## src/rtl/dsadc_pkg.sv

```systemverilog
// ----------------------------------------------------------------------------
// dsadc_pkg
// Shared constants for the dual-slope ADC sequencer: event kinds, switch
// network codes, result widths and the register reset value.
// ----------------------------------------------------------------------------
`default_nettype none

package dsadc_pkg;

    // Result count field width
    localparam int CountOutBits = 16;

    // Configuration register width and reset value
    localparam int PhaseTickBits = 8;
    localparam logic [PhaseTickBits-1:0] PHASE_TICKS_RESET = 8'd64;

    // Event kinds carried in op
    localparam logic OP_SLOW = 1'b0;
    localparam logic OP_FAST = 1'b1;

    // Switch network codes, {switch_a, switch_b}
    localparam logic [1:0] SW_ZEROING   = 2'b01;
    localparam logic [1:0] SW_INTEGRATE = 2'b10;
    localparam logic [1:0] SW_DEINT     = 2'b11;
    localparam logic [1:0] SW_OFF       = 2'b00;

endpackage

`default_nettype wire

```

## src/rtl/dual_slope_adc_sequencer.sv

```systemverilog
// ----------------------------------------------------------------------------
// dual_slope_adc_sequencer
// Free-running dual-slope integrator sequencer: zeroing, integration,
// de-integration with a saturating fast-tick count, and a done report.
// ----------------------------------------------------------------------------
// Results: each result is loaded into the output register when its event is accepted.
// Throughput: one event per cycle; the phase update is one compare and add
// on the state registers, and the single output register stalls the input
// only while its result is held by the receiver.
// Reset: rst_n clears to the zeroing phase with phase_ticks at 64 and an
// empty output register; no clearing pass is needed.
`default_nettype none

module dual_slope_adc_sequencer
    import dsadc_pkg::*;
#(
    parameter int COUNT_BITS = 16
)
(
    input  wire logic                     clk,
    input  wire logic                     rst_n,
    // configuration write channel
    input  wire logic                     cfg_valid,
    output      logic                     cfg_ready,
    input  wire logic [PhaseTickBits-1:0] cfg_phase_ticks,
    // event channel
    input  wire logic                     in_valid,
    output      logic                     in_stall,
    input  wire logic                     op,
    input  wire logic                     comparator,
    // result channel
    output      logic                     out_valid,
    input  wire logic                     out_stall,
    output      logic                     switch_a,
    output      logic                     switch_b,
    output      logic                     done_res,
    output      logic [CountOutBits-1:0]  count,
    output      logic                     sign
);

    localparam int ExtBits = (COUNT_BITS > CountOutBits) ? COUNT_BITS : CountOutBits;
    localparam logic [COUNT_BITS-1:0] CountMax = {COUNT_BITS{1'b1}};

    typedef enum logic [1:0] {
        PH_ZERO  = 2'd0,
        PH_INTEG = 2'd1,
        PH_DEINT = 2'd2,
        PH_OFF   = 2'd3
    } phase_t;

    // state
    phase_t                   phase_reg, phase_next, phase_evt;
    logic [PhaseTickBits-1:0] tick_reg, tick_next, tick_inc;
    logic [COUNT_BITS-1:0]    deint_reg, deint_next;
    logic                     sign_reg, sign_next;
    logic [PhaseTickBits-1:0] phase_ticks_reg, phase_ticks_next;

    // result register
    logic                     out_valid_reg, out_valid_next;
    logic [1:0]               sw_reg, sw_next;
    logic                     done_reg, done_next;
    logic [CountOutBits-1:0]  count_reg, count_next;
    logic                     res_sign_reg, res_sign_next;

    logic                     in_accept;
    logic [ExtBits-1:0]       deint_ext;
    logic [CountOutBits-1:0]  count_sat;

    // handshakes
    assign cfg_ready = 1'b1;
    assign in_stall  = out_valid_reg & out_stall;
    assign in_accept = in_valid & ~in_stall;

    // saturate the reported count to the result width
    assign deint_ext = ExtBits'(deint_reg);
    assign count_sat = (deint_ext > ExtBits'({CountOutBits{1'b1}}))
                       ? {CountOutBits{1'b1}} : deint_ext[CountOutBits-1:0];

    assign tick_inc = tick_reg + 8'd1;

    // phase update for one event
    always_comb
    begin
        phase_evt     = phase_reg;
        tick_next     = tick_reg;
        deint_next    = deint_reg;
        sign_next     = sign_reg;
        done_next     = 1'b0;
        count_next    = '0;
        res_sign_next = 1'b0;

        case (phase_reg)
            PH_ZERO:
            begin
                if (op == OP_SLOW)
                begin
                    if (tick_inc >= phase_ticks_reg)
                    begin
                        tick_next = '0;
                        phase_evt = PH_INTEG;
                    end
                    else
                    begin
                        tick_next = tick_inc;
                    end
                end
            end
            PH_INTEG:
            begin
                if (op == OP_SLOW)
                begin
                    if (tick_inc >= phase_ticks_reg)
                    begin
                        tick_next  = '0;
                        sign_next  = comparator;
                        deint_next = '0;
                        phase_evt  = PH_DEINT;
                    end
                    else
                    begin
                        tick_next = tick_inc;
                    end
                end
            end
            PH_DEINT:
            begin
                if (comparator != sign_reg)
                begin
                    done_next     = 1'b1;
                    count_next    = count_sat;
                    res_sign_next = sign_reg;
                    phase_evt     = PH_OFF;
                end
                else if (op == OP_FAST && deint_reg != CountMax)
                begin
                    deint_next = deint_reg + COUNT_BITS'(1);
                end
            end
            default:
            begin
                tick_next = '0;
                phase_evt = PH_ZERO;
            end
        endcase

        // drive the switches from the phase this event ends in
        case (phase_evt)
            PH_ZERO:  sw_next = SW_ZEROING;
            PH_INTEG: sw_next = SW_INTEGRATE;
            PH_DEINT: sw_next = SW_DEINT;
            default:  sw_next = SW_OFF;
        endcase

        // off lasts only for the ending event; restart with zeroing
        phase_next = phase_evt;
        if (phase_evt == PH_OFF)
        begin
            tick_next  = '0;
            phase_next = PH_ZERO;
        end
    end

    // register and output valid
    always_comb
    begin
        phase_ticks_next = phase_ticks_reg;
        if (cfg_valid && cfg_ready)
        begin
            phase_ticks_next = cfg_phase_ticks;
        end

        out_valid_next = out_valid_reg;
        if (in_accept)
        begin
            out_valid_next = 1'b1;
        end
        else if (!out_stall)
        begin
            out_valid_next = 1'b0;
        end
    end

    // hold state, configuration and the result register; load the result
    // payload with each accepted transaction
    always_ff @(posedge clk or negedge rst_n)
    begin
        if (!rst_n)
        begin
            phase_reg       <= PH_ZERO;
            tick_reg        <= '0;
            deint_reg       <= '0;
            sign_reg        <= 1'b0;
            phase_ticks_reg <= PHASE_TICKS_RESET;
            out_valid_reg   <= 1'b0;
            sw_reg          <= SW_OFF;
            done_reg        <= 1'b0;
            count_reg       <= '0;
            res_sign_reg    <= 1'b0;
        end
        else
        begin
            phase_ticks_reg <= phase_ticks_next;
            out_valid_reg   <= out_valid_next;
            if (in_accept)
            begin
                phase_reg    <= phase_next;
                tick_reg     <= tick_next;
                deint_reg    <= deint_next;
                sign_reg     <= sign_next;
                sw_reg       <= sw_next;
                done_reg     <= done_next;
                count_reg    <= count_next;
                res_sign_reg <= res_sign_next;
            end
        end
    end

    assign out_valid = out_valid_reg;
    assign switch_a  = sw_reg[1];
    assign switch_b  = sw_reg[0];
    assign done_res  = done_reg;
    assign count     = count_reg;
    assign sign      = res_sign_reg;

    // ------------------------------------------------------------------------
    // assertions
    // ------------------------------------------------------------------------
    a_done_switches_off: assert property (@(posedge clk) disable iff (!rst_n)
        (out_valid_reg && done_reg) |-> (sw_reg == SW_OFF))
        else $error("done result without switches off");

    a_idle_fields_zero: assert property (@(posedge clk) disable iff (!rst_n)
        (out_valid_reg && !done_reg) |-> (count_reg == '0 && !res_sign_reg))
        else $error("count or sign set on a result without done");

    a_off_not_held: assert property (@(posedge clk) disable iff (!rst_n)
        phase_reg != PH_OFF)
        else $error("off phase held past the ending event");

    a_accept_gives_result: assert property (@(posedge clk) disable iff (!rst_n)
        in_accept |=> out_valid_reg)
        else $error("accepted transaction produced no result");

    a_deint_starts_clear: assert property (@(posedge clk) disable iff (!rst_n)
        (phase_reg == PH_DEINT && $past(phase_reg) != PH_DEINT) |-> (deint_reg == '0))
        else $error("de-integration count not cleared on entry");

endmodule

`default_nettype wire

```

## config.mk

```make
export PLATFORM = sky130hd
export DESIGN_NAME = dual_slope_adc_sequencer
export DESIGN_NICKNAME = d
export VERILOG_FILES = /design/src/rtl/dsadc_pkg.sv /design/src/rtl/dual_slope_adc_sequencer.sv
export SDC_FILE = /design/constraint.sdc
export NUM_CORES = 1
export LEC_CHECK = 0
export ABC_CLOCK_PERIOD_IN_PS = 3580
export BUFFER_PORTS_ARGS = -buffer_cell sky130_fd_sc_hd__buf_2
export CAP_MARGIN = 20
export CORE_MARGIN = 1
export CORE_UTILIZATION = 40
export CTS_CLUSTER_DIAMETER = 30
export DETAILED_ROUTE_END_ITERATION = 8
export SLEW_MARGIN = 5
export SYNTH_ARGS = -nofsm -noshare
export SYNTH_HDL_FRONTEND = slang
export SYNTH_SLANG_ARGS = --single-unit
```

## constraint.sdc

```tcl
create_clock -name clk -period 3.58 [get_ports clk]
set_input_delay 0.179 -clock clk [delete_from_list [all_inputs] [get_ports clk]]
set_output_delay 0.179 -clock clk [all_outputs]
set_load 0.005 [all_outputs]
```

==> results of run 1 <==
-- kinds of logic after synthesis --
logic type,count (synthesis)
buffers and inverters,24
AND/OR/NAND/NOR,104
flip-flops,56
adder cells (fa/ha/maj),14
other,1
XOR/XNOR,6
multiplexers,4
AO/OA/AOI/OAI,74
-- what timing repair did --
action                     CTS  global route
hold endpoints to repair    23             0
setup buffers                0             1
setup endpoints to repair    0             8
resized for setup            0             3
hold buffers                 1             0
-- final cells by class --
type | instances | share of cell area
timing repair buffer | 46 | 0.0791
clock buffer | 7 | 0.0265
multi-input combinational | 203 | 0.411
inverter | 12 | 0.0138
clock inverter | 1 | 0.00230
tap | 96 | 0.0369
sequential | 56 | 0.431
-- worst max-delay path, cell delays in order (launching register included) --
cell,delay [ns]
dfrtp_2,0.45
ha_1,0.23
nand3_1,0.12
nor2_1,0.07
xor2_1,0.15
ha_1,0.27
nand2_1,0.06
nor2_1,0.14
o21ai_1,0.11
a21oi_1,0.16
mux2_2,0.37
or2_1,0.25
ha_1,0.23
nor4_4,0.18
buf_4,0.18
nand4_1,0.10
nand2_1,0.08
-- through the flow --
step                      hold WS (ns)  cells   util
after floorplan                 -0.117    283      -
after global placement           0.196    411  0.459
after detailed placement         0.197    411  0.459
after CTS                       0.0667    420  0.474
after global routing            0.0745    421  0.477
final                           0.0697    421  0.477
-- Yosys cell counts (5+ instances only) --
library cell and n:
dfrtp_1 55, nand2_1 40, a21oi_1 20, a22o_1 16, ha_1 14, inv_1 12, o21ai_1 11, nand3_1 10
nand4_1 10, clkbuf_1 9, nor2_1 9, o21ai_0 9, or3_1 7, o31ai_1 5, or4_1 5
-- report_power, final --
part	total, mW	internal [mW]	leakage [nW]	switching, mW
combinational	0.319	0.137	0.810	0.181
clock	0.355	0.158	0.0445	0.197
sequential	0.749	0.690	0.746	0.0585
-- worst paths after layout --
kind / startpoint / endpoint / slack, ns / cells after the start
min in group asynchronous: rst_n / phase_ticks_reg[7]$_DFFE_PN0P_ / 0.38 / 2
setup / recovery: tick_reg[0]$_DFFE_PN0P_ / tick_reg[2]$_DFFE_PN0P_ / 0.34 / 16
hold / removal: cfg_phase_ticks[7] / phase_ticks_reg[7]$_DFFE_PN0P_ / 0.07 / 3
setup reg to reg: tick_reg[0]$_DFFE_PN0P_ / tick_reg[2]$_DFFE_PN0P_ / 0.34 / 16
max in group asynchronous: rst_n / phase_ticks_reg[6]$_DFFE_PN1P_ / 2.36 / 3
hold reg to reg: sign$_DFFE_PN0P_ / sign$_DFFE_PN0P_ / 0.47 / 2
-- per-layer routing --
metal  track usage  wire [µm]
met1         0.227       2790
met2         0.278       2890
met3        0.0295        171
met4        0.0500         61
met5             0          0
==> summary.txt, run 1 <==
Floorplan
  • DIE AREA: 7430 µm²
  • Die span in x: 86.2 µm
  • Core Rows: 30
  • Core region area: 6830 µm²
  • Die H: 86.2 µm
  • Number of top-level pins: 38
  • Initial core utilization: 0.415

Clocking
  • Clk root buf: clkbuf_8
  • Num CTS Buffers: 5
  • Clk_lat worst skew: roughly 0.3 ns
  • Clock sink total: 56
  • CTS Buffer Depth: 2
  • Clock slew at reported path FFs: around 0.1 ns
  • CTS tree: built
  • CTS H-tree depth: 2

Place
  • DP Area: 3130 µm²
  • I/O Buffers: 36
  • Hpwl dp: a little over 4000 µm
  • Placer Congestion: roughly 0.85
  • Place WS: 0.222 ns

Synth
  • Ys Warns: 0
  • Complex-gate fraction of the synthesized area: 0.173
  • Mux contribution to synthesized area: 0.0159
  • Synth Area in Simple Gates: 0.196
  • Post-synth cell types: 47
  • Async set-reset flop share out of synthesis: 1.00
  • Synthesized area per cell: 10.0 µm²
  • Dominant synthesized flop cell: dfrtp_1
  • Post-synthesis register bit count: between 50 and 60
  • Post-Syn Instances: 283
  • Area leader, netlist: dfrtp_1
  • Post-Syn Nets: about 310
  • Sequential share of the synthesized area: 0.494
  • Cell Area, Synth: 2840 µm²
  • Xor and xnor area share after synthesis: 0.0185
  • Synth Area in Adders: 0.0618
  • Top-area cell type share of the netlist area: 0.485
  • Largest family of logic cells by synthesized area: simple AND/OR/NAND/NOR gates
  • Post-synth EDFFs: 0
  • Top cells by area, synth: dfrtp_1, ha_1, nand2_1, a22o_1, a21oi_1

Route
  • Via density: between 5 and 6
  • Wirelength per Cell: 14.0 µm
  • Drt pass-1 iters: 4
  • Post-route ant nets: 0
  • # DRC: 0
  • Via count: 2192
  • Aggregate routed wire length: 5910 µm
  • Initial DRC Count: 100

Timing
  • Highest Clock Rate: 309 MHz
  • Setup TNS: 0 ns
  • Final WS setup: 0.344 ns
  • Max_slew headroom: 0.391
  • Final Hold Fails: 0
  • Worst Max-Slew Pin Slew: 0.914 ns
  • Skew final: between 0.007 and 0.008 ns
  • Final slew viol count: 0
  • Tmin final: 3.24 ns
  • Setup-failing EPs final: 0
  • RSZ-0062 raised after global routing: no
  • Period utilization: 0.904

Final layout
  • Fraction of layout cells with a size suffix above 1: 0.212
  • FF+latch area: 1400 µm²
  • Syn-to-layout area delta: 14.9%
  • Layout Nets: 353
  • Commonest non-fill, non-tap cell in the layout: dfrtp_1
  • Most frequent cells in the layout: dfrtp_1, nand2_1, buf_2
  • Total inserted antenna cells: 0
  • Cell area after layout: 3260 µm²
  • Area occupied by multi-input gates: 1340 µm²
  • # fillers: 670

Global route
  • Congestion Overflow GR: 0
  • Vias in the first global route: 2083
  • Total track usage: 0.168
  • Largest net degree at the start of global routing: 34
  • First-pass GRT wire length: 9910 µm
  • Initial antenna violation count: 0

Pwr
  • VDD IR-drop max: 0.150 mV
  • PD cells: about 440 nW/µm²
  • Overall Power: 1.42 mW
  • Leakage: 1.60 nW

Worst setup path
  • CP Max Fanout: 6
  • Worst setup path class: reg -> reg
  • Type of origin of the critical path: flop
  • Critical Path AT: roughly 3.5 ns
  • Worst path required time: 3.83 ns
  • Crit end category: flop

Run status
  • Status: completed

Run
  • Max_cap viols: 0

Worst hold path
  • Worst min path class: in -> reg
Note: power is estimated with default switching activity, not from simulation.
==> run 2: changes to the inputs <==
--- a/config.mk
+++ b/config.mk
@@ -12,6 +12,7 @@
 export CORE_UTILIZATION = 40
 export CTS_CLUSTER_DIAMETER = 30
 export DETAILED_ROUTE_END_ITERATION = 8
+export RECOVER_POWER = 25
 export SLEW_MARGIN = 5
 export SYNTH_ARGS = -nofsm -noshare
 export SYNTH_HDL_FRONTEND = slang
==> run 2 against run 1 <==
Global-route usage stayed put. Largest power group unchanged. Register-to-register slack hardly changed. Core utilization about the same. Wire length is 0.17% higher. Combinational power hardly changed.
==> summary.txt, run 2 (synthesized netlist as in run 1, its figures left out) <==
Timing
  • Setup TNS: 0 ns (unchanged)
  • Worst Max-Slew Pin Slew: 1.33 ns (was 0.914 ns)
  • Final slew viol count: 0 (unchanged)
  • Final Hold Fails: 0 (unchanged)
  • Hold_ws: 0.0695 ns (was 0.0697 ns)
  • RSZ-0062 raised after global routing: no (unchanged)
  • Setup-failing EPs final: 0 (unchanged)
  • Tmin final: 3.23 ns (was 3.24 ns)
  • Period utilization: 0.902 (was 0.904)
  • Highest Clock Rate: 310 MHz (was 309 MHz)
  • Skew final: 0.00731 ns (was 0.00768 ns)
  • Max_slew headroom: 0.112 (was 0.391)

Route
  • Via density: 5.22 (was 5.21)
  • Post-route ant nets: 0 (unchanged)
  • Via count: 2199 (was 2192)
  • Wirelength per Cell: 14.1 µm (was 14.0 µm)
  • Initial DRC Count: 100 (unchanged)
  • # DRC: 0 (unchanged)
  • Aggregate routed wire length: 5920 µm (was 5910 µm)
  • Drt pass-1 iters: 4 (unchanged)

Floorplan
  • Core Rows: 30 (unchanged)
  • Die H: 86.2 µm (unchanged)
  • Core region area: 6830 µm² (unchanged)
  • DIE AREA: 7430 µm² (unchanged)
  • Initial core utilization: 0.415 (unchanged)
  • Die span in x: 86.2 µm (unchanged)
  • Number of top-level pins: 38 (unchanged)

Pwr
  • Clock power frac: 0.250 (about the same)
  • VDD IR-drop max: 0.151 mV (was 0.150 mV)
  • Switching Fraction: 0.308 (was 0.307)
  • Seq pwr share: 0.526 (about the same)
  • PD cells: 437 nW/µm² (was 436 nW/µm²)
  • Switching power: 0.438 mW (was 0.437 mW)
  • Leakage: 1.60 nW (about the same)
  • Comb pwr share: 0.224 (about the same)
  • Internal: 0.985 mW (about the same)

Worst setup path
  • R2R Path End: tick_reg[2]$_DFFE_PN0P_ (unchanged)
  • Worst R2R Start: tick_reg[0]$_DFFE_PN0P_ (unchanged)
  • Critical Path AT: 3.48 ns (about the same)
  • Crit end category: flop (unchanged)
  • Worst setup path class: reg -> reg (unchanged)
  • Worst reg2reg setup slack: 0.35 ns (was 0.34 ns)
  • Type of origin of the critical path: flop (unchanged)
  • Top cell family by delay on the critical path: simple AND/OR/NAND/NOR gates (unchanged)
  • Slowest cell on crit path: dfrtp_2 (unchanged)
  • Critical path buffers and inverters: 1 (unchanged)
  • Worst reg-to-reg path cell count: 16 (unchanged)
  • Worst path required time: 3.83 ns (about the same)
  • Critical Path Most Common Cell: ha_1 (unchanged)
  • Crit-path cells: ha_1, nand3_1, nor2_1, xor2_1, ha_1, nand2_1, nor2_1, o21ai_1, a21oi_1, mux2_2, or2_1, ha_1, nor4_4, buf_4, nand4_1, nand2_1 (unchanged)
  • Largest stage delay, worst path: 0.45 ns (about the same)
  • CP Max Fanout: 6 (unchanged)

Place
  • Hpwl dp: 4130 µm (unchanged)
  • Placed Cells: 411 (unchanged)
  • Placer Congestion: 0.847 (unchanged)
  • I/O Buffers: 36 (unchanged)

Worst hold path
  • Worst min path class: in -> reg (unchanged)
  • Hold wc startpoint: cfg_phase_ticks[7] (unchanged)
  • Hold Path Depth: 3 (unchanged)
  • Sink of the worst hold path: phase_ticks_reg[7]$_DFFE_PN0P_ (unchanged)

Clocking
  • CTS tree: built (unchanged)
  • CTS Buffer Depth: 2 (unchanged)
  • Clock sink total: 56 (unchanged)
  • Clk root buf: clkbuf_8 (unchanged)
  • Clk_lat worst skew: 0.31 ns (was 0.30 ns)
  • CTS H-tree depth: 2 (unchanged)
  • Clock slew at reported path FFs: 0.10 ns (about the same)
  • Num CTS Buffers: 5 (unchanged)

Global route
  • Largest net degree at the start of global routing: 34 (unchanged)
  • First-pass GRT wire length: 9910 µm (unchanged)
  • Vias in the first global route: 2083 (unchanged)
  • Initial antenna violation count: 0 (unchanged)
  • Total track usage: 0.168 (unchanged)
  • Congestion Overflow GR: 0 (unchanged)

Final layout
  • Most frequent cells in the layout: dfrtp_1, nand2_1, buf_2 (unchanged)
  • Util after Layout: 0.477 (about the same)
  • Layout Nets: 353 (unchanged)
  • Fraction of layout cells with a size suffix above 1: 0.209 (was 0.212)
  • Syn-to-layout area delta: 14.9% (about the same)
  • Final Non-Filler Cells: 421 (unchanged)
  • Total inserted antenna cells: 0 (unchanged)
  • Commonest non-fill, non-tap cell in the layout: dfrtp_1 (unchanged)

Run status
  • Status: completed (unchanged)

Run
  • Max_cap viols: 0 (unchanged)
run 2: metal layers:
| layer | global-route usage | vias to the layer above | share of wire |
|---|---|---|---|
| met5 | 0 | - | 0 |
| met4 | 0.0500 | 0 | 0.012 |
| met3 | 0.0295 | 6 | 0.026 |
| met2 | 0.278 | 34 | 0.48 |
| met1 | 0.227 | 1060 | 0.48 |
| li1 | - | 1099 | - |
run 2: power groups by stage:
stage | sequential [mW] | clock, mW | combinational [mW]
finish | 0.748 | 0.356 | 0.319
floorplan | 0.744 | 0 | 0.224
global route | 0.758 | 0.391 | 0.366
detailed placement | 0.757 | 0 | 0.320
global placement | 0.757 | 0 | 0.309
CTS | 0.746 | 0.369 | 0.321
run 2: what timing repair did:
item / CTS / global route
endpoints found under the setup margin: 0 / 8
buffers inserted: 0 / 1
endpoints found under the hold margin: 23 / 0
gates resized for setup: 0 / 3
hold buffers: 1 / 0
run 2: worst max-delay path by stage:
| stage | startpoint | endpoint | slack (ns) | cells after the start |
|---|---|---|---|---|
| global route | tick_reg[0]$_DFFE_PN0P_ | tick_reg[2]$_DFFE_PN0P_ | 0.07 | 16 |
| CTS | tick_reg[0]$_DFFE_PN0P_ | tick_reg[7]$_DFFE_PN0P_ | 0.20 | 16 |
| finish | tick_reg[0]$_DFFE_PN0P_ | tick_reg[2]$_DFFE_PN0P_ | 0.35 | 16 |
| floorplan | tick_reg[0]$_DFFE_PN0P_ | tick_reg[7]$_DFFE_PN0P_ | 0.18 | 16 |
| detailed placement | tick_reg[0]$_DFFE_PN0P_ | tick_reg[7]$_DFFE_PN0P_ | 0.22 | 16 |
| global placement | tick_reg[0]$_DFFE_PN0P_ | tick_reg[7]$_DFFE_PN0P_ | 0.29 | 16 |
run 2: worst reg2reg max path: cells and delay by family, from the launching register on:
family	cells	cell delay, ns
AO/OA/AOI/OAI	2	0.27
XOR/XNOR	1	0.15
adder cells (fa/ha/maj)	3	0.73
buffers and inverters	1	0.18
flip-flops	1	0.45
multiplexers	1	0.37
AND/OR/NAND/NOR	8	1.00
run 2: layout make-up:
type | instances | area (µm²)
Fill cell | 670 | 3570
Sequential cell | 56 | 1400
Multi-Input combinational cell | 203 | 1340
Timing Repair Buffer | 46 | 256
Tap cell | 96 | 120
Clock buffer | 7 | 86.3
Inverter | 12 | 45.0
Clock inverter | 1 | 7.51
run 2: through the flow:
stage | total power [mW] | area (µm²) | setup slack, ns
6_report | 1.42 | 3260 | 0.349
5_1_grt | 1.52 | 3260 | 0.0680
4_1_cts | 1.44 | 3240 | 0.198
3_5_place_dp | 1.08 | 3130 | 0.222
3_3_place_gp | 1.07 | 3130 | 0.291
2_1_floorplan | 0.968 | 2840 | 0.181
